<file path="src/sv/bbcg_pkg.sv">
// Shared types, constants and the CORDIC angle table for the coefficient generator.
`default_nettype none
package bbcg_pkg;
    // Field and datapath widths.
    localparam int FS_W   = 18;
    localparam int CUT_W  = 17;
    localparam int PH_W   = 32;
    localparam int CW     = 33;
    localparam int XY_W   = 32;
    localparam int NUM_W  = 64;
    localparam int OUT_W  = 32;
    localparam int LANES  = 4;

    // Divider lane assignment.
    localparam int LANE_B0 = 0;
    localparam int LANE_B1 = 1;
    localparam int LANE_A1 = 2;
    localparam int LANE_A2 = 3;

    // Numeric constants.
    localparam logic [FS_W-1:0] FS_RESET  = 18'd48000;
    localparam logic [31:0]     PI_Q30    = 32'hC90FDAA2;
    localparam logic [29:0]     INV2Q_Q30 = 30'd759250125;

    typedef logic signed [CW-1:0] cval_t;

    localparam cval_t X_INIT = 33'sd1073741824;

    // Control that travels alongside each word.
    typedef struct packed {
        logic valid;
        logic bad;
        logic first;
        logic highpass;
    } tag_t;

    // One finished result word.
    typedef struct packed {
        logic [OUT_W-1:0] b0;
        logic [OUT_W-1:0] b1;
        logic [OUT_W-1:0] b2;
        logic [OUT_W-1:0] a1;
        logic [OUT_W-1:0] a2;
        logic             bad;
    } res_t;

    // atan(2^-i) in Q2.30, truncated.
    function automatic cval_t atan_entry(input int i);
        cval_t v;
        case (i)
            0:       v = 33'sh03243F6A8;
            1:       v = 33'sh01DAC6705;
            2:       v = 33'sh00FADBAFC;
            3:       v = 33'sh007F56EA6;
            4:       v = 33'sh003FEAB76;
            5:       v = 33'sh001FFD55B;
            6:       v = 33'sh000FFFAAA;
            7:       v = 33'sh0007FFF55;
            8:       v = 33'sh0003FFFEA;
            9:       v = 33'sh0001FFFFD;
            default:
            begin
                if (i < 30)
                begin
                    v = (cval_t'(1) <<< (30 - i)) - cval_t'(1);
                end
                else
                begin
                    v = '0;
                end
            end
        endcase
        return v;
    endfunction
endpackage
`default_nettype wire

</file>
<file path="src/sv/bbcg_cordic_cell.sv">
// One rotation-mode CORDIC micro-rotation with its own shift and angle.
`default_nettype none
module bbcg_cordic_cell #(
    parameter int IDX = 0
) (
    input  wire                   clk,
    input  wire                   rst_n,
    input  wire                   en,
    input  wire bbcg_pkg::tag_t   tag_in,
    input  wire bbcg_pkg::cval_t  x_in,
    input  wire bbcg_pkg::cval_t  y_in,
    input  wire bbcg_pkg::cval_t  z_in,
    output bbcg_pkg::tag_t        tag_out,
    output bbcg_pkg::cval_t       x_out,
    output bbcg_pkg::cval_t       y_out,
    output bbcg_pkg::cval_t       z_out
);
    bbcg_pkg::tag_t   tag_reg;
    bbcg_pkg::cval_t  x_reg;
    bbcg_pkg::cval_t  y_reg;
    bbcg_pkg::cval_t  z_reg;
    bbcg_pkg::cval_t  x_next;
    bbcg_pkg::cval_t  y_next;
    bbcg_pkg::cval_t  z_next;
    bbcg_pkg::cval_t  dx;
    bbcg_pkg::cval_t  dy;
    bbcg_pkg::cval_t  ang;

    // Arithmetic shifts floor toward minus infinity.
    assign dx  = y_in >>> IDX;
    assign dy  = x_in >>> IDX;
    assign ang = bbcg_pkg::atan_entry(IDX);

    // Rotate toward a zero residual angle.
    always_comb
    begin
        if (!z_in[bbcg_pkg::CW-1])
        begin
            x_next = x_in - dx;
            y_next = y_in + dy;
            z_next = z_in - ang;
        end
        else
        begin
            x_next = x_in + dx;
            y_next = y_in - dy;
            z_next = z_in + ang;
        end
    end

    // Control register.
    always_ff @(posedge clk or negedge rst_n)
    begin
        if (!rst_n)
        begin
            tag_reg <= '0;
        end
        else if (en)
        begin
            tag_reg <= tag_in;
        end
    end

    // Data registers.
    always_ff @(posedge clk)
    begin
        if (en)
        begin
            x_reg <= x_next;
            y_reg <= y_next;
            z_reg <= z_next;
        end
    end

    assign tag_out = tag_reg;
    assign x_out   = x_reg;
    assign y_out   = y_reg;
    assign z_out   = z_reg;
endmodule
`default_nettype wire

</file>
<file path="config.mk">
export PLATFORM = sky130hd
export DESIGN_NAME = bbcg_cordic_cell
export DESIGN_NICKNAME = d
export VERILOG_FILES = /design/src/sv/bbcg_pkg.sv /design/src/sv/bbcg_cordic_cell.sv
export SDC_FILE = /design/constraint.sdc
export NUM_CORES = 1
export LEC_CHECK = 0
export BUFFER_PORTS_ARGS = -buffer_cell sky130_fd_sc_hd__buf_2
export CAP_MARGIN = 15
export CORE_UTILIZATION = 40
export DETAILED_ROUTE_END_ITERATION = 10
export PLACE_DENSITY_LB_ADDON = 0.12
export SETUP_SLACK_MARGIN = 0.02
export SLEW_MARGIN = 20
export SYNTH_ARGS = -nofsm -noshare
export SYNTH_HDL_FRONTEND = slang
export SYNTH_SLANG_ARGS = --single-unit
</file>
<file path="constraint.sdc">
create_clock -name clk -period 1.7 [get_ports clk]
set_input_delay 0.17 -clock clk [delete_from_list [all_inputs] [get_ports clk]]
set_output_delay 0.17 -clock clk [all_outputs]
set_load 0.005 [all_outputs]
</file>
# Yosys cells after proc, flatten, opt, wreduce, memory -nomap -nowiden
# Cells that the tools add are included.
[word_totals] regBits=103 latch_bits=0 mem_bits_rw=0 romBits=0 input_bits=106 out_inout_bits=103 mem_count=0
[classes] n_addsub=5 mul=0 div_mod_pow=0 order_cmp=0 eq_ne=0 shift=0 n_mux=3 n_bitwise=0 n_reduce_logical=0
[op_table] operator="33-bit 2-to-1 mux" count=3
[op_table] operator="33-bit subtractor" count=2
[op_table] operator="33-bit by 31-bit adder with 33-bit output, second input constant" count=1
[op_table] operator="33-bit adder" count=1
[op_table] operator="33-bit by 31-bit subtractor with 33-bit output, second input constant" count=1

# Depth between registers and ports, before layout
# Gate-level depths: netlist (run 1).
[depth] ltp_word=2 depth_mapped=14 depth_no_buf=12

# Worst setup path after synthesis (run 1)
# No wires, ideal clock.
[synth_path] kind="input to register" from="in z_in[32]" to="reg z_reg[25], in the netlist z_out[25], data pin" t_arrival_ns=3.295 required_time_ns=1.435 path_slack_ns=-1.860 stages=14 n_path_buf=3 path_cell_list="clkbuf_1 inv_1 clkbuf_1 buf_1 ha_1 and4_1 nand3_1 nor3_1 nand3b_1 o41ai_1 nor3_1 or3_1 a21oi_1 xnor2_1"
[synth_between] elab_chain_len=1
[synth_rtl] element="from (decl)" line_no="bbcg_cordic_cell.sv:12" text="input wire bbcg_pkg::cval_t z_in,"
[synth_rtl] element="33-bit 2-to-1 mux" line_no="bbcg_cordic_cell.sv:37" text="if (!z_in[bbcg_pkg::CW-1])"
[synth_rtl] element="via z_next[25]" line_no="bbcg_cordic_cell.sv:24" text="bbcg_pkg::cval_t z_next;"
[synth_rtl] element="to (signal assigned)" line_no="bbcg_cordic_cell.sv:71" text="z_reg <= z_next;"
[synth_rtl] element="to (decl)" line_no="bbcg_cordic_cell.sv:21" text="bbcg_pkg::cval_t z_reg;"
# The timed path passes the listed nets, and every way through them passes these cells.
# A chain may end at the register's enable or synchronous reset.

# Worst setup path in the final report (run 1)
[layout_path] from="in y_in[0]" to="reg y_reg[32], in the netlist y_out[32], data pin"
[layout_between] elab_chain_len=2 word_cells_on_any_way=3 cone_classes="2 x add/sub; 1 x mux"
[layout_rtl] element="from (decl)" line_no="bbcg_cordic_cell.sv:11" text="input wire bbcg_pkg::cval_t y_in,"
[layout_rtl] element="33-bit adder / 33-bit subtractor (equally long branches)" line_no="bbcg_cordic_cell.sv:40, bbcg_cordic_cell.sv:46"
[layout_rtl] element="33-bit 2-to-1 mux (*)" line_no="bbcg_cordic_cell.sv:37"
[layout_rtl] element="via y_next[32]" line_no="bbcg_cordic_cell.sv:23" text="bbcg_pkg::cval_t y_next;"
[layout_rtl] element="to (signal assigned)" line_no="bbcg_cordic_cell.sv:70" text="y_reg <= y_next;"
[layout_rtl] element="to (decl)" line_no="bbcg_cordic_cell.sv:20" text="bbcg_pkg::cval_t y_reg;"
# Mark *: on every way through the listed nets, which the timed path passes. The rest lies on a longest branch.

==> results.txt, run 1 <==
minimum clock period: 2550 ps
Async SR Flop Fraction: 3.92%
Startpoint Class: input port
H-Tree Level Count: 3
Fin. Hold Viols: 0
Max stage delay on crit path: 360 ps
power consumption: 11,300 uW
post-synth top area cell: edfxtp_1
post-route ant nets: 0
slowest CP cell: o41a_1
Initial Util: 41.0%
layout cells sized above 1: 52.9%
P per Cell Area: 665 nW/um^2
Residual DRC: 0
initial antenna violation count: 0
flops & latches, synth: 102
vias in the first global route: 10,800
crit path capture type: flop
P_leak: 0.00780 uW
detailed placement HPWL: 25.9 mm
number of buffers added on ports: 208
register area share after synthesis: 30.4%
core area: 24,400 sq um
setup_tns: -36,340 ps
Setup Skew: 0 ps
critical path required time: 1800 ps
antenna cells: 0
hold_ws: 33.0 ps
full die area: 25,600 sq um
Synth cell types: 84
fmax: 392 MHz
drt wl/cell: 16.5 microns
largest cells by area after synthesis: edfxtp_1, ha_1, a21oi_1
Die X: 160 microns
Starting DRT DRC Count: 728
Yosys top cell area share: 29.4%
Rel. slew slack: 51.2%
Layout Nets: 1,994
TritonCTS clock tree: done
Max Cap Viol: 0
area grow syn2layout: 70.6%
RSZ-0062 raised after global routing: yes
Clock Tree Buf Depth: 2
Routed WL: 34.4 mm
first-pass GRT wire length: 53.7 mm
worst-margin pin slew: 726 ps
final period utilization: 150%
worst vdd ir: 0.000482 V
status: complete, but fails checks
Die Height: 160 microns
Hold Path Depth: 2
Placement Rows: 57
Via Count: 10,800
Overflow after GRT: 0
clock transition at the registers of the reported paths: 80 ps
GRT Total Usage: 26.3%
r2r worst-path depth: 1
CP Cell Sequence: buf_12 -> inv_12 -> ha_4 -> fa_2 -> and4b_1 -> a211oi_2 -> o221ai_2 -> a31oi_2 -> o41a_1 -> a311o_1 -> o2111ai_2 -> o211ai_1 -> xor2_1
Clock Latency Late Sink: 360 ps
number of vias per cell: 5.20
fin util: 69.9%
failing checks: negative setup slack
Setup Crit Path Kind: input port to flop
Root Buffer Master: clkbuf_16
final setup vio count: 75
Sink Count: 102
first-pass iteration count of the detailed router: 7
Placer Congestion: 0.914
IO Pins: 209
Post-Syn Area: 10000 sq um
setup ws final: -849 ps
number of synthesized flops with an enable pin: 98
Synth Warn #: 0
CTS Buf Count: 9
net count after synthesis: 1,372
Crit path arrival time: 2650 ps
Mapped Cells: 1,130
largest net degree at the start of global routing: 48
crit path max fanout: 2
Slew Viols, Final: 0
average cell area after synthesis: 8.85 sq um
ys flop type: edfxtp_1
HP Class: input port to flop
[synth_stat cells, types with 10 or more instances]
library cell	number
a211oi_1	15
a21o_1	28
a21oi_1	134
buf_2	10
clkbuf_1	27
edfxtp_1	98
ha_1	132
inv_1	105
mux2i_1	12
nand2_1	55
nand2b_1	14
nand3_1	21
nand4_1	13
nor2_1	86
nor2b_1	13
nor3_1	18
o21ai_0	50
o21ai_1	14
o21bai_1	21
o31ai_1	14
xnor2_1	71
xor2_1	14
[sequential cells by signal, indices dropped and copies added (netlist names)]
register and cells:
tag_out 4, y_out 33, x_out 32, z_out 33
[layout make-up]
cell class                      instances  area [sq um]
Timing Repair Buffer                  660          4940
Fill cell                            1916          7340
Clock buffer                           10           239
Inverter                              111           482
Multi-Input combinational cell        868          7860
Sequential cell                       102          3040
Tap cell                              324           405
Clock inverter                          6          78.8
[per-stage QoR]
stage / cells / area [sq um] / setup slack, ps
6_report: 2081 / 17100 / -849
5_1_grt: 2081 / 17100 / -973
4_1_cts: 2059 / 16400 / -860
3_5_place_dp: 2000 / 14800 / -1460
3_3_place_gp: 2000 / 14800 / -1450
2_1_floorplan: 1130 / 10700 / -1130
[cell families (layout without fill, tap and decap cells)]
group                      count (synthesis)  count (layout)  synth area share (%)
AOI/OAI and AO/OA                        371             371                  24.3
and+or+nand+nor                          260             260                  12.6
buffers and inverters                    160             787                  6.28
adders and majority gates                136             136                  17.3
DFF                                      102             102                  30.4
xor gates and xnor gates                  85              85                  7.45
muxes                                     16              16                  1.65
[per-layer routing]
| metal | wire, microns | part of all wire [%] | GRT usage (%) |
|---|---|---|---|
| met1 | 14900 | 43 | 33.2 |
| met2 | 17200 | 50 | 46.5 |
| met3 | 1450 | 4.2 | 2.62 |
| met4 | 877 | 2.5 | 9.35 |
| met5 | 0 | 0 | 0 |
[where the power goes]
group | switching (uW) | total, uW | leakage [uW] | internal [uW]
Combinational | 2740 | 5620 | 0.00664 | 2880
Clock | 1100 | 2320 | 0.000157 | 1220
Sequential | 108 | 3410 | 0.00101 | 3300
Total | 3950 | 11300 | 0.00780 | 7390
[worst paths after layout]
check                           slack [ps]                   start                endpoint
worst min register to register         510  tag_out[1]$_DFFE_PN0P_  tag_out[1]$_DFFE_PN0P_
worst min-delay path                    30               tag_in[1]  tag_out[1]$_DFFE_PN0P_
min in group asynchronous              130                   rst_n  tag_out[0]$_DFFE_PN0P_
max in group asynchronous             1460                   rst_n  tag_out[2]$_DFFE_PN0P_
worst max register to register         940  tag_out[0]$_DFFE_PN0P_  tag_out[0]$_DFFE_PN0P_
worst max-delay path                  -850                 y_in[0]     y_out[32]$_DFFE_PP_
[critical path: cells and delay by family]
| kind | cells | cell delay, ps |
|---|---|---|
| compound gates | 7 | 1450 |
| fa+ha+maj | 2 | 500 |
| simple gates | 1 | 270 |
| xor+xnor | 1 | 150 |
| buf+inv | 2 | 120 |
[repair_timing]
action | in CTS | in global routing
resized for setup | 197 | 105
gates cloned | 1 | 0
hold endpoints to repair | 7 | 0
setup endpoints to repair | 76 | 77
hold buffers | 4 | 0
setup buffers | 40 | 29
pin swaps | 113 | 77
[cell usage in the layout (no fill, tap or decap), drive strengths merged, types with 5 or more instances in the layout]
cell type / n
o211ai: 5
or2: 5
edfxtp: 98
clkinv: 5
mux2i: 12
nand2: 55
a211oi: 16
a21oi: 137
xnor2: 71
buf: 655
nor2b: 13
o21ai: 64
nor3: 18
nand3: 21
clkbuf: 10
xor2: 14
nand4: 13
a21boi: 6
o21bai: 21
a31oi: 8
nor2: 87
a21o: 28
o21a: 8
inv: 111
or3: 7
nand2b: 14
o41ai: 5
o31ai: 17
ha: 132
a211o: 7
nor4: 10
Power figures use the tool's default switching activity.
==> run 2, diff against run 1 <==
Settings changed: CORE_ASPECT_RATIO set to 1.75.
==> results.txt, run 2 (synthesis gave the netlist of run 1 again) <==
status: complete, but fails checks
failing checks: negative setup slack
Max Cap Viol: 0 (unchanged)
Routed WL: 36.3 mm (+5.7%)
HP Class: input port to flop
Setup Skew: 0 ps (unchanged)
instance count on the critical path: 14 (+1)
Setup Crit Path Kind: input port to flop
GRT Total Usage: 28.2% (+1.8 points)
Clock Latency Late Sink: 370 ps (about the same)
register area: 3040 sq um (unchanged)
DP Worst Slack: -1430 ps (+34.9 ps)
power consumption: 11,400 uW (+0.57%)
Buf/Inv on CP: 3 (+1)
detailed placement HPWL: 28.4 mm (+9.6%)
clock group share of total power: 20.8% (+0.4 points)
Placement Rows: 76 (+33%)
IO Pins: 209 (unchanged)
power share of the combinational group: 49.3% (-0.2 points)
antenna cells: 0 (unchanged)
RSZ-0062 raised after global routing: yes
hold_ws: 24.2 ps (-8.75 ps)
post-route cell area: 16,900 sq um (-1.1%)
commonest non-fill, non-tap cell in the layout: buf_4
Startpoint Class: input port
critical path required time: 1830 ps (+30 ps)
post-route ant nets: 0 (unchanged)
fill count: 1,987 (+3.7%)
P per Cell Area: 676 nW/um^2 (+1.7%)
Internal Power: 7500 uW (+1.4%)
vias in the first global route: 11,400 (+5.8%)
clock transition at the registers of the reported paths: 80 ps (about the same)
crit path max fanout: 2 (unchanged)
slowest CP cell: o41a_1
final setup vio count: 77 (+2.7%)
setup_tns: -41,350 ps (-5010 ps)
Initial Util: 40.6% (-0.40 points)
top cell family by delay on the critical path: compound AO/OA/AOI/OAI gates
r2r worst-path depth: 1 (unchanged)
multi-input logic area: 7930 sq um (+0.89%)
drt wl/cell: 17.6 microns (+6.4%)
Switching Fraction: 34.3% (-0.55 points)
largest net degree at the start of global routing: 69 (+44%)
TritonCTS clock tree: done
full die area: 25,700 sq um (about the same)
Residual DRC: 0 (unchanged)
Hold Path Depth: 2 (unchanged)
most frequent cells in the layout: buf_4, buf_2, ha_1, edfxtp_1, inv_1
Sink Count: 102 (unchanged)
layout cells sized above 1: 53.0% (+0.17 points)
Root Buffer Master: clkbuf_16
P_leak: 0.00775 uW (-0.68%)
Max stage delay on crit path: 350 ps (about the same)
crit path capture type: flop
setup ws final: -925 ps (-75.8 ps)
first-pass iteration count of the detailed router: 5 (-2)
CP Cell Sequence: buf_12 -> inv_12 -> ha_4 -> fa_2 -> and4b_1 -> a211oi_4 -> o221ai_2 -> buf_4 -> a31oi_4 -> o41a_1 -> a311o_1 -> o2111ai_1 -> o211ai_1 -> xor2_1
minimum clock period: 2620 ps (+75.8 ps)
CTS Buf Count: 9 (unchanged)
Layout Nets: 1,992 (-0.10%)
Fin. Hold Viols: 0 (unchanged)
Psw: 3910 uW (-1.0%)
initial antenna violation count: 0 (unchanged)
number of buffers added on ports: 208 (unchanged)
Overflow after GRT: 0 (unchanged)
Crit path arrival time: 2750 ps (+100 ps)
Rel. slew slack: 39.8% (-11 points)
Clock Tree Buf Depth: 2 (unchanged)
Starting DRT DRC Count: 390 (-46%)
fmax: 381 MHz (-2.9%)
power share of the sequential group: 30.0% (about the same)
worst-margin pin slew: 903 ps (+177 ps)
Die Height: 211 microns (+32%)
Die X: 122 microns (-24%)
Placer Congestion: 0.951 (+4.0%)
Via Count: 10,900 (+0.97%)
Slew Viols, Final: 0 (unchanged)
core area: 24,600 sq um (+0.97%)
number of vias per cell: 5.29 (+1.7%)
final period utilization: 154% (+4.5 points)
worst vdd ir: 0.000509 V (+5.8%)
first-pass GRT wire length: 55.5 mm (+3.3%)
area grow syn2layout: 68.7%
H-Tree Level Count: 3 (unchanged)
Post-DP Area: 14,900 sq um (+0.25%)
-- run 2: changes by cell type in the layout (fill, tap and decap cells not counted), sizes merged --
| cell | change |
|---|---|
| buf | -1 |
| bufbuf | -1 |
| bufinv | +1 |
| clkbuf | +1 |
| clkinv | -1 |
| inv | -1 |
-- run 2: repair_timing --
action / CTS / global route
hold buffers: 4 / 0
hold endpoints to repair: 7 / 0
gates resized for setup: 175 / 86
setup buffers: 33 / 21
pin swaps: 98 / 56
setup endpoints to repair: 75 / 77
-- run 2: area by class of cell --
class / count / share of cell area [%]
timing repair buffer: 658 / 27.9
tap: 312 / 2.31
sequential: 102 / 18.0
inverter: 111 / 2.75
clock inverter: 5 / 0.490
multi-input combinational: 868 / 47.0
clock buffer: 11 / 1.44
-- run 2: power by group through the flow --
stage | clock network [uW] | registers (uW) | logic, uW
floorplan | 0 | 3520 | 2340
global placement | 0 | 3480 | 4730
detailed placement | 0 | 3480 | 4780
CTS | 2420 | 3430 | 5300
global route | 2480 | 3460 | 6050
finish | 2370 | 3420 | 5620
-- run 2: metal layers --
metal / wire length [microns] / part of all wire [%] / vias to the layer above / GRT usage, %
li1: - / - / 5318 / -
met1: 12300 / 34 / 5185 / 25.8
met2: 20700 / 57 / 307 / 56.4
met3: 1020 / 2.8 / 123 / 3.43
met4: 2330 / 6.4 / 0 / 17.8
met5: 0 / 0 / - / 0
-- run 2: per-stage QoR --
stage | util (%) | std cells
6_report | 68.5 | 2067
5_1_grt | 68.5 | 2067
4_1_cts | 66.2 | 2050
3_5_place_dp | 60.4 | 2000
3_3_place_gp | 60.4 | 2000
2_1_floorplan | - | 1130
-- run 2: worst paths after layout --
kind                                        start                     end  slack [ps]
max in group asynchronous                   rst_n  tag_out[0]$_DFFE_PN0P_        1450
min                                     tag_in[1]  tag_out[1]$_DFFE_PN0P_          20
max                                       y_in[0]     y_out[32]$_DFFE_PP_        -920
min reg2reg                tag_out[1]$_DFFE_PN0P_  tag_out[1]$_DFFE_PN0P_         510
max reg2reg                tag_out[3]$_DFFE_PN0P_  tag_out[3]$_DFFE_PN0P_         930
min in group asynchronous                   rst_n  tag_out[3]$_DFFE_PN0P_         130
