### config.mk
export PLATFORM = sky130hd
export DESIGN_NAME = bbcg_phase_cell
export DESIGN_NICKNAME = d
export VERILOG_FILES = /design/src/sv/bbcg_pkg.sv /design/src/sv/bbcg_phase_cell.sv
export SDC_FILE = /design/constraint.sdc
export NUM_CORES = 1
export LEC_CHECK = 0
export ABC_AREA = 0
export ABC_CLOCK_PERIOD_IN_PS = 800
export BUFFER_PORTS_ARGS = -buffer_cell sky130_fd_sc_hd__buf_4
export CAP_MARGIN = 10
export CORE_MARGIN = 2
export CORE_UTILIZATION = 30
export DETAILED_ROUTE_END_ITERATION = 7
export PLACE_DENSITY = 0.64
export RECOVER_POWER = 25
export SETUP_SLACK_MARGIN = 0.2
export SYNTH_ARGS = -nofsm -noshare
export SYNTH_HDL_FRONTEND = slang
export SYNTH_SLANG_ARGS = --single-unit
### constraint.sdc
create_clock -name clk -period 0.8 [get_ports clk]
set_input_delay 0.04 -clock clk [delete_from_list [all_inputs] [get_ports clk]]
set_output_delay 0.04 -clock clk [all_outputs]
set_load 0.01 [all_outputs]
### src/sv/bbcg_pkg.sv
// Shared types, constants and the CORDIC angle table for the coefficient generator.
`default_nettype none
package bbcg_pkg;
    // Field and datapath widths.
    localparam int FS_W   = 18;
    localparam int CUT_W  = 17;
    localparam int PH_W   = 32;
    localparam int CW     = 33;
    localparam int XY_W   = 32;
    localparam int NUM_W  = 64;
    localparam int OUT_W  = 32;
    localparam int LANES  = 4;

    // Divider lane assignment.
    localparam int LANE_B0 = 0;
    localparam int LANE_B1 = 1;
    localparam int LANE_A1 = 2;
    localparam int LANE_A2 = 3;

    // Numeric constants.
    localparam logic [FS_W-1:0] FS_RESET  = 18'd48000;
    localparam logic [31:0]     PI_Q30    = 32'hC90FDAA2;
    localparam logic [29:0]     INV2Q_Q30 = 30'd759250125;

    typedef logic signed [CW-1:0] cval_t;

    localparam cval_t X_INIT = 33'sd1073741824;

    // Control that travels alongside each word.
    typedef struct packed {
        logic valid;
        logic bad;
        logic first;
        logic highpass;
    } tag_t;

    // One finished result word.
    typedef struct packed {
        logic [OUT_W-1:0] b0;
        logic [OUT_W-1:0] b1;
        logic [OUT_W-1:0] b2;
        logic [OUT_W-1:0] a1;
        logic [OUT_W-1:0] a2;
        logic             bad;
    } res_t;

    // atan(2^-i) in Q2.30, truncated.
    function automatic cval_t atan_entry(input int i);
        cval_t v;
        case (i)
            0:       v = 33'sh03243F6A8;
            1:       v = 33'sh01DAC6705;
            2:       v = 33'sh00FADBAFC;
            3:       v = 33'sh007F56EA6;
            4:       v = 33'sh003FEAB76;
            5:       v = 33'sh001FFD55B;
            6:       v = 33'sh000FFFAAA;
            7:       v = 33'sh0007FFF55;
            8:       v = 33'sh0003FFFEA;
            9:       v = 33'sh0001FFFFD;
            default:
            begin
                if (i < 30)
                begin
                    v = (cval_t'(1) <<< (30 - i)) - cval_t'(1);
                end
                else
                begin
                    v = '0;
                end
            end
        endcase
        return v;
    endfunction
endpackage
`default_nettype wire

### src/sv/bbcg_phase_cell.sv
// One restoring step of the cutoff-over-sample-rate phase divider.
`default_nettype none
module bbcg_phase_cell (
    input  wire                              clk,
    input  wire                              rst_n,
    input  wire                              en,
    input  wire [bbcg_pkg::FS_W-1:0]         fs,
    input  wire bbcg_pkg::tag_t              tag_in,
    input  wire [bbcg_pkg::FS_W-1:0]         rem_in,
    input  wire [bbcg_pkg::PH_W-1:0]         quo_in,
    output bbcg_pkg::tag_t                   tag_out,
    output logic [bbcg_pkg::FS_W-1:0]        rem_out,
    output logic [bbcg_pkg::PH_W-1:0]        quo_out
);
    bbcg_pkg::tag_t                   tag_reg;
    logic [bbcg_pkg::FS_W-1:0]        rem_reg;
    logic [bbcg_pkg::FS_W-1:0]        rem_next;
    logic [bbcg_pkg::PH_W-1:0]        quo_reg;
    logic [bbcg_pkg::PH_W-1:0]        quo_next;
    logic [bbcg_pkg::FS_W:0]          trial;
    logic [bbcg_pkg::FS_W:0]          diff;
    logic                             take;

    // Shift in a zero dividend bit and subtract when the divisor fits.
    assign trial    = {rem_in, 1'b0};
    assign diff     = trial - {1'b0, fs};
    assign take     = trial >= {1'b0, fs};
    assign rem_next = take ? diff[bbcg_pkg::FS_W-1:0] : trial[bbcg_pkg::FS_W-1:0];
    assign quo_next = {quo_in[bbcg_pkg::PH_W-2:0], take};

    // Control register.
    always_ff @(posedge clk or negedge rst_n)
    begin
        if (!rst_n)
        begin
            tag_reg <= '0;
        end
        else if (en)
        begin
            tag_reg <= tag_in;
        end
    end

    // Data registers.
    always_ff @(posedge clk)
    begin
        if (en)
        begin
            rem_reg <= rem_next;
            quo_reg <= quo_next;
        end
    end

    assign tag_out = tag_reg;
    assign rem_out = rem_reg;
    assign quo_out = quo_reg;
endmodule
`default_nettype wire

# Word-level counts from Yosys, hierarchy flattened

Cells that the tools add are included.

Logic and storage cells: 10
Flip-flop bits (word level): 54
Input port bits: 75

Mux-type cells: 1
$lt $le $gt $ge: 1
Add/sub/neg operators: 1

Operator list:

| kind           | number |
|---|---|
| $ge 19x18->1   | 1 |
| $mux 18        | 1 |
| $sub 18x18->18 | 1 |

# Longest topological paths before layout

Gate-level depths: netlist of the first run.

Word-level depth: 2
Mapped depth: 11
Gate-level depth less buffers: 10

# Worst setup path after synthesis of the first run

OpenSTA, ideal clock, no wires.

Path kind: input to register
Start: input port fs[10] (netlist name)
End: register rem_reg (netlist bit rem_out[10]), data pin
Stages on the path: 10
Library setup time: 0.260 ns
Path slack: -1.280 ns
Required time: 0.540 ns
Arrival time: 1.820 ns
Buffers on the path: 1
Path through: inv_1 > ha_1 > nand3_2 > or3_4 > a21oi_4 > o21a_4 > nor2_8 > inv_8 > buf_12 > mux2_4

Longest elaborated chain between the ends: 2
Elaborated cells on any way between the ends: 3
Those cells by class: 1 x add/sub; 1 x order compare; 1 x mux

Ends and longest elaborated chain:

| element                      | line                  | text |
|---|---|---|
| start, declared              | bbcg_phase_cell.sv:7  | `input wire [bbcg_pkg::FS_W-1:0] fs,` |
| $ge 19x18->1                 | bbcg_phase_cell.sv:27 | `assign take = trial >= {1'b0, fs};` |
| named net take               | bbcg_phase_cell.sv:22 | `logic take;` |
| $mux 18                      | bbcg_phase_cell.sv:28 | `assign rem_next = take ? diff[bbcg_pkg::FS_W-1:0] : trial[bbcg_pkg::FS_W-1:0];` |
| named net rem_next (one bit) | bbcg_phase_cell.sv:17 | `logic [bbcg_pkg::FS_W-1:0] rem_next;` |
| end signal, assigned         | bbcg_phase_cell.sv:49 | `rem_reg <= rem_next;` |
| end, declared                | bbcg_phase_cell.sv:16 | `logic [bbcg_pkg::FS_W-1:0] rem_reg;` |

The timed path passes the listed nets, and every way through them passes these cells.
A chain may end at the register's enable or synchronous reset.

# Final worst setup path of the first run

Start: input port rem_in[7] (netlist name)
End: register rem_reg (netlist bit rem_out[13]), data pin

Longest elaborated chain between the ends: 2
Elaborated cells on any way between the ends: 3
Those cells by class: 1 x add/sub; 1 x order compare; 1 x mux

Ends and longest elaborated chain:

| element                                               | line                                         | text |
|---|---|---|
| start, declared                                       | bbcg_phase_cell.sv:9                         | `input wire [bbcg_pkg::FS_W-1:0] rem_in,` |
| $sub 18x18->18 / $ge 19x18->1 (equally long branches) | bbcg_phase_cell.sv:26, bbcg_phase_cell.sv:27 |  |
| $mux 18 (*)                                           | bbcg_phase_cell.sv:28                        |  |
| named net rem_next (one bit)                          | bbcg_phase_cell.sv:17                        |  |

Mark *: on every way through the listed nets, which the timed path passes. The rest lies on a longest branch.

==> run summary, run 1 <==
Top routing layer in use: met4
Effective utilization at floorplan: 0.3071
Final antenna-violating net count: 0
NetSw: 2.265 mW
Instance count of the mapped netlist: 234
Met1 Wirelength: 3.605 mm
Critical register-to-register path endpoint: tag_out[2]
Routed length per instance: 14.96 um
Static leakage: 2.296 nW
Final GP Congestion: 0.7975
Clock tree from TritonCTS: yes
Wire length of the first global-routing pass: 13.55 mm
Number of enable flip-flop cells after synthesis: 50
VDD IR max: 0.0007796 V
Pwr/cell area: 1567 mW/mm2
DPL Wire Length: 6.405 mm
Met2 WL post-DR: 4.307 mm
Most used cells in the layout excluding fill and tap cells: buf_4, buf_6, edfxtp_1
Diode count: 0
Inserted Clock Buffers: 5
Number of antenna violations at the first check in global routing: 0
Worst R2R Path Depth: 1
Number of synthesis warnings: 0
Clock tree root driver cell: clkbuf_8
Worst-path maximum fanout: 6
Portion of the post-synthesis area used by sequential elements: 0.5385
Part of the total power dissipated in the clock network: 0.218
Number of failing hold endpoints at the final stage: 33
Final setup violation count: 73
Register bit count reported by yosys: 54
Top flip-flop cell by instance count after synthesis: edfxtp_1
Area delta synth->final: 81.83%
Core box area: 0.009684 mm2
Reg-to-reg critical path startpoint: tag_out[2]
Area enclosed by the die boundary: 0.01073 mm2
Origin of the worst setup path: rem_in[7]
Unique cell type count in the Yosys netlist: 56
Dpl ws: -1.252 ns
Max-Slew Margin vs Limit: 0.7354
Setup slack on the worst flop-to-flop path: 0.03 ns
H-tree levels: 2
Max incr delay on CP: 0.38 ns
Average via count per standard cell: 4.617
Layout cell share with drive strength beyond 1: 0.6399
Router iterations before antenna repair: 4
Post-layout util: 0.5584
Crit path setup slack, layout: -0.8779 ns
Worst hold slack after final layout: -0.09734 ns
Sequential fraction of design power: 0.424
Clock slew seen by the registers of the worst setup and hold paths: 0.10 ns
Max Buffers Root-to-Sink: 2
Routed wire length: 8.514 mm
Switching power as a share of total power: 0.2674
Post-layout nets: 529
Type of the worst setup path: input port to flop
Count of input and output buffers: 127
MaxCap Viol Count: 0
Later-pin clock latency in the skew report: 0.31 ns
Final period util: 2.097
Number of ports placed on the die boundary: 129
Crit path cell chain: buf_6 -> ha_4 -> nand3_4 -> or3_4 -> a21oi_4 -> o21a_4 -> nor2_8 -> inv_8 -> buf_8 -> mux2_4
Total internal power: 6.207 mW
Number of clock sinks: 54
Element type at the critical path end: flop
Total global routing track utilization: 0.1562
Iter 0 DRT Violations: 83
Setup repair after global routing missed its margin: true
Result of the run: complete, but fails checks
Pin count of the biggest net entering global routing: 39
Die extent in y: 103.6 um
Grt ovf: 0
Leading cell type in the layout, fill and taps excluded: buf_4
Max frequency: 596.0 MHz
Combinational cell fraction of total power: 0.359
Critical Path Slowest Stage Cell: or3_4
Nature of the critical path startpoint: input port
Max Transition Viols Final: 0
Final Skew: 0 ns
Cell row count: 36
Hold WC Path Type: input port to flop
Number of global-route vias before repair: 2,722
Async set or reset register ratio after synthesis: 0.07407
Final routed DRC violation total: 0
WL met3: 528 um
Via count of the routed design: 2,627
Avg Synthesized Cell Area: 12.71 um2
Critical path data required time: 0.88 ns
Chip width: 103.6 um
Cell area after synthesis: 0.002974 mm2
Crit path arrival time: 1.76 ns
Violations in the final reports: hold timing, setup timing
Transition time of the tightest slew-check pin: 0.3958 ns
Setup crit end: rem_out[13]
Nets in the synthesized netlist: 328
Minimum period implied by the final worst setup slack: 1.678 ns
[critical path, delay by kind of cell]
family	cells	cell delay, ns
AOI/OAI and AO/OA	2	0.33
adders and majority gates	1	0.27
buffers and inverters	3	0.31
muxes	1	0.29
and+or+nand+nor	3	0.52
[synthesized netlist by cell type (3+ instances only)]
cell,count,area [um2]
nand3_1,5,25.02
a211o_1,3,26.28
ha_1,18,225.2
nor2_1,9,33.78
o21ai_0,6,30.03
a21oi_1,13,65.06
mux2_4,6,90.09
nor3_1,7,35.03
edfxtp_1,50,1501
dfrtp_1,4,100.1
inv_1,24,90.09
mux2_2,9,101.4
a31oi_1,5,31.28
o21a_1,7,52.55
xnor2_1,7,61.31
nand2_1,13,48.80
[per-stage QoR]
stage | setup TNS, ns | instance area (um2) | power [mW] | instances
6_report | -19.60 | 5408 | 8.472 | 569
3_3_place_gp | -21.99 | 4604 | 6.024 | 540
4_1_cts | -19.80 | 5155 | 8.332 | 561
2_1_floorplan | -19.69 | 3138 | 4.800 | 234
3_5_place_dp | -22.11 | 4604 | 6.055 | 540
5_1_grt | -22.30 | 5408 | 8.907 | 569
[how the worst min path moves through the flow]
stage | slack, ns | cells past startpoint | start | end
finish | -0.1 | 1 | quo_in[7] | quo_out[8]
global route | -0.10 | 1 | quo_in[7] | quo_out[8]
CTS | -0.12 | 1 | quo_in[1] | quo_out[2]
detailed placement | -0.16 | 1 | rst_n | tag_out[1]
global placement | -0.16 | 1 | rst_n | tag_out[3]
floorplan | -0.26 | 0 | rst_n | tag_out[0]
[timing repair]
item	CTS	global route
gates resized for setup	76	42
hold endpoints to repair	39	35
setup endpoints to repair	77	78
hold buffers	2	2
pin swaps	26	15
buffers inserted	11	7
[state kept, by name (all words and copies together), names as in the netlist]
name     flops
quo_out     32
rem_out     18
tag_out      4
[kinds of logic (layout without fill, tap and decap cells)]
group,after synthesis,count (layout),synth area share
flip-flops,54,54,0.5385
buffers and inverters,29,231,0.04796
multiplexers,15,15,0.06437
XOR/XNOR,8,8,0.02356
adder cells (fa/ha/maj),19,19,0.08246
AND/OR/NAND/NOR,51,51,0.09761
AO/OA/AOI/OAI,58,58,0.1456
[layout make-up]
class                           count  area (um2)
Clock buffer                        6       72.57
Clock inverter                      2       37.54
Fill cell                         829        4277
Inverter                           25       128.9
Multi-Input combinational cell    151        1599
Sequential cell                    54        1602
Tap cell                          133       166.4
Timing Repair Buffer              198        1802
[metal layers]
metal  up-vias  track usage
met3         5      0.04091
met1      1247       0.1905
met2        98       0.2758
met4         0      0.03764
met5         -            0
li1       1277            -
[power groups by stage]
stage / logic [mW] / clock network (mW) / registers [mW]
final: 3.04 / 1.84 / 3.59
after global routing: 3.27 / 2.02 / 3.62
after CTS: 2.82 / 1.93 / 3.58
after detailed placement: 2.45 / 0 / 3.60
after global placement: 2.42 / 0 / 3.60
after floorplan: 1.05 / 0 / 3.75
Note: power is estimated with default switching activity, not from simulation.
==> inputs of run 2 (changes only) <==
--- a/config.mk
+++ b/config.mk
@@ -10,9 +10,9 @@
 export BUFFER_PORTS_ARGS = -buffer_cell sky130_fd_sc_hd__buf_4
 export CAP_MARGIN = 10
 export CORE_MARGIN = 2
-export CORE_UTILIZATION = 30
+export CORE_UTILIZATION = 40
 export DETAILED_ROUTE_END_ITERATION = 7
-export PLACE_DENSITY = 0.64
+export PLACE_DENSITY = 0.79
 export RECOVER_POWER = 25
 export SETUP_SLACK_MARGIN = 0.2
 export SYNTH_ARGS = -nofsm -noshare
==> run 2 against run 1 <==
Net effect: via count increased by 7.7%; global-route usage up 8.1 points; routed wire length rose by 18%; combinational power is 6% higher; fmax is 0.37% lower; non-clock buffer count is 13 higher; sequential cell count unchanged; clock-buffer cell count did not move; critical path type unchanged; worst setup slack worse by 0.0063 ns; the flow still finishes with violations (hold timing, setup timing); total power rose by 2.4%; first-iteration DRC count increased by 52%; largest power group unchanged.
==> run summary, run 2 (synthesis results as in run 1) <==
Worst R2R Path Depth: 1 (unchanged)
Static leakage: 2.364 nW (+3.0%)
Final GP Congestion: 0.9006 (+13%)
Effective utilization at floorplan: 0.4122 (+0.1051)
Clock tree from TritonCTS: yes
Iter 0 DRT Violations: 126 (+52%)
Layout cell share with drive strength beyond 1: 0.6511 (+0.01120)
Max frequency: 593.8 MHz (-0.37%)
Max Buffers Root-to-Sink: 2 (unchanged)
Nature of the critical path startpoint: input port
Die extent in y: 90.23 um (-13%)
Crit path setup slack, layout: -0.8842 ns (-0.006308 ns)
Inserted Clock Buffers: 5 (unchanged)
Later-pin clock latency in the skew report: 0.29 ns (-0.02 ns)
Diode count: 0 (unchanged)
Hold WC Path Type: input port to flop
Clock tree root driver cell: clkbuf_8
VDD IR max: 0.0008561 V (+9.8%)
Setup slack on the worst flop-to-flop path: 0 ns (-0.03 ns)
Final setup violation count: 73 (unchanged)
Element type at the critical path end: flop
Setup repair after global routing missed its margin: true
Max-Slew Margin vs Limit: 0.7621 (+0.02666)
Worst-path maximum fanout: 4 (-2)
Minimum period implied by the final worst setup slack: 1.684 ns (+0.006308 ns)
Crit path arrival time: 1.75 ns (about the same)
Pin count of the biggest net entering global routing: 24 (-38%)
Chip width: 90.23 um (-13%)
Result of the run: complete, but fails checks
Average via count per standard cell: 5.151 (+12%)
Post-layout util: 0.7643 (+0.2059)
Worst Hold End: quo_out[28]
Critical path data required time: 0.87 ns (about the same)
Clock slew seen by the registers of the worst setup and hold paths: 0.10 ns (about the same)
Router iterations before antenna repair: 4 (unchanged)
Pwr/cell area: 1574 mW/mm2 (+0.44%)
Routed wire length: 10.06 mm (+18%)
Transition time of the tightest slew-check pin: 0.3531 ns (-0.04272 ns)
Placed insts: 516 (-4.4%)
MaxCap Viol Count: 0 (unchanged)
Area enclosed by the die boundary: 0.008141 mm2 (-24%)
Final routed DRC violation total: 0 (unchanged)
Max Transition Viols Final: 0 (unchanged)
Number of global-route vias before repair: 2,982 (+9.6%)
Area delta synth->final: 85.40%
Number of clock sinks: 54 (unchanged)
Post-layout nets: 543 (+2.6%)
Reg-to-reg critical path startpoint: tag_out[2]
Core box area: 0.007214 mm2 (-26%)
Cell row count: 31 (-14%)
Max reg flops: 32 (unchanged)
Cell Count, Final, Fillers Out: 549 (-3.5%)
Number of failing hold endpoints at the final stage: 28 (-15%)
Violations in the final reports: hold timing, setup timing
H-tree levels: 2 (unchanged)
Wire length of the first global-routing pass: 15.17 mm (+12%)
Worst hold slack after final layout: -0.07633 ns (+0.02100 ns)
Routed length per instance: 18.32 um (+22%)
Count of input and output buffers: 127 (unchanged)
Number of ports placed on the die boundary: 129 (unchanged)
Hold depth: 1 (unchanged)
Most used cells in the layout excluding fill and tap cells: buf_4, buf_6, edfxtp_1
Final Skew: 0 ns (unchanged)
Leading cell type in the layout, fill and taps excluded: buf_4
DPL Wire Length: 6.933 mm (+8.3%)
Hold Crit Start: quo_in[27]
Final period util: 2.105 (+0.007885)
Critical register-to-register path endpoint: tag_out[2]
Number of antenna violations at the first check in global routing: 0 (unchanged)
Final antenna-violating net count: 0 (unchanged)
Grt ovf: 0 (unchanged)
Via count of the routed design: 2,828 (+7.7%)
Total global routing track utilization: 0.2368 (+0.08059)
Type of the worst setup path: input port to flop
==> run 2: worst max-delay path by stage <==
stage          cells after the start          end      start  slack (ns)
2_1_floorplan                     10  rem_out[10]      fs[8]       -1.19
3_3_place_gp                      10   rem_out[1]      fs[4]       -1.28
3_5_place_dp                      10   rem_out[1]      fs[4]       -1.33
4_1_cts                            8  rem_out[14]  rem_in[0]       -0.87
5_1_grt                            8  rem_out[14]  rem_in[0]       -0.92
6_report                          10   rem_out[1]      fs[6]       -0.88
==> run 2: final cells by class <==
type | instances | area [um2]
Timing Repair Buffer | 211 | 1899
Fill cell | 442 | 1700
Multi-Input combinational cell | 151 | 1639
Sequential cell | 54 | 1602
Inverter | 25 | 131.4
Tap cell | 99 | 123.9
Clock buffer | 6 | 72.57
Clock inverter | 2 | 37.54
Timing Repair inverter | 1 | 8.758
==> run 2: timing repair <==
| item | CTS | global route |
|---|---|---|
| pin swaps | 30 | 9 |
| endpoints found under the setup margin | 77 | 77 |
| gates resized for setup | 94 | 39 |
| hold endpoints to repair | 39 | 35 |
| buffers inserted | 6 | 10 |
| cloned | 1 | 0 |
| hold buffers | 1 | 7 |
==> run 2: layer usage <==
layer | GRT usage | up-vias | wire [um]
met2 | 0.4342 | 126 | 5520
met3 | 0.05281 | 12 | 646
met1 | 0.2710 | 1383 | 3738
met5 | 0 | - | 0
met4 | 0.08077 | 0 | 149
li1 | - | 1307 | -
==> run 2: metrics by stage <==
| step | cell area [um2] | total power [mW] | worst slack, ns | TNS, ns |
|---|---|---|---|---|
| after floorplan | 3138 | 4.800 | -1.190 | -19.69 |
| after global placement | 4649 | 6.054 | -1.285 | -22.28 |
| after detailed placement | 4649 | 6.139 | -1.335 | -23.02 |
| after CTS | 5220 | 8.417 | -0.8729 | -18.65 |
| after global routing | 5514 | 9.061 | -0.9239 | -22.32 |
| final | 5514 | 8.677 | -0.8842 | -19.40 |
==> run 2: power by group <==
part | total [mW] | internal [mW] | switching, mW
clock network | 1.87 | 0.936 | 0.937
registers | 3.60 | 3.45 | 0.150
logic | 3.21 | 1.88 | 1.33
==> run 2: worst max-delay path, stage by stage <==
cell	delay, ns
buf_6	0.10
inv_4	0.04
ha_4	0.21
a21o_1	0.18
a21oi_2	0.16
o221ai_2	0.13
o21a_4	0.24
nor2_8	0.20
buf_6	0.13
mux2_2	0.33
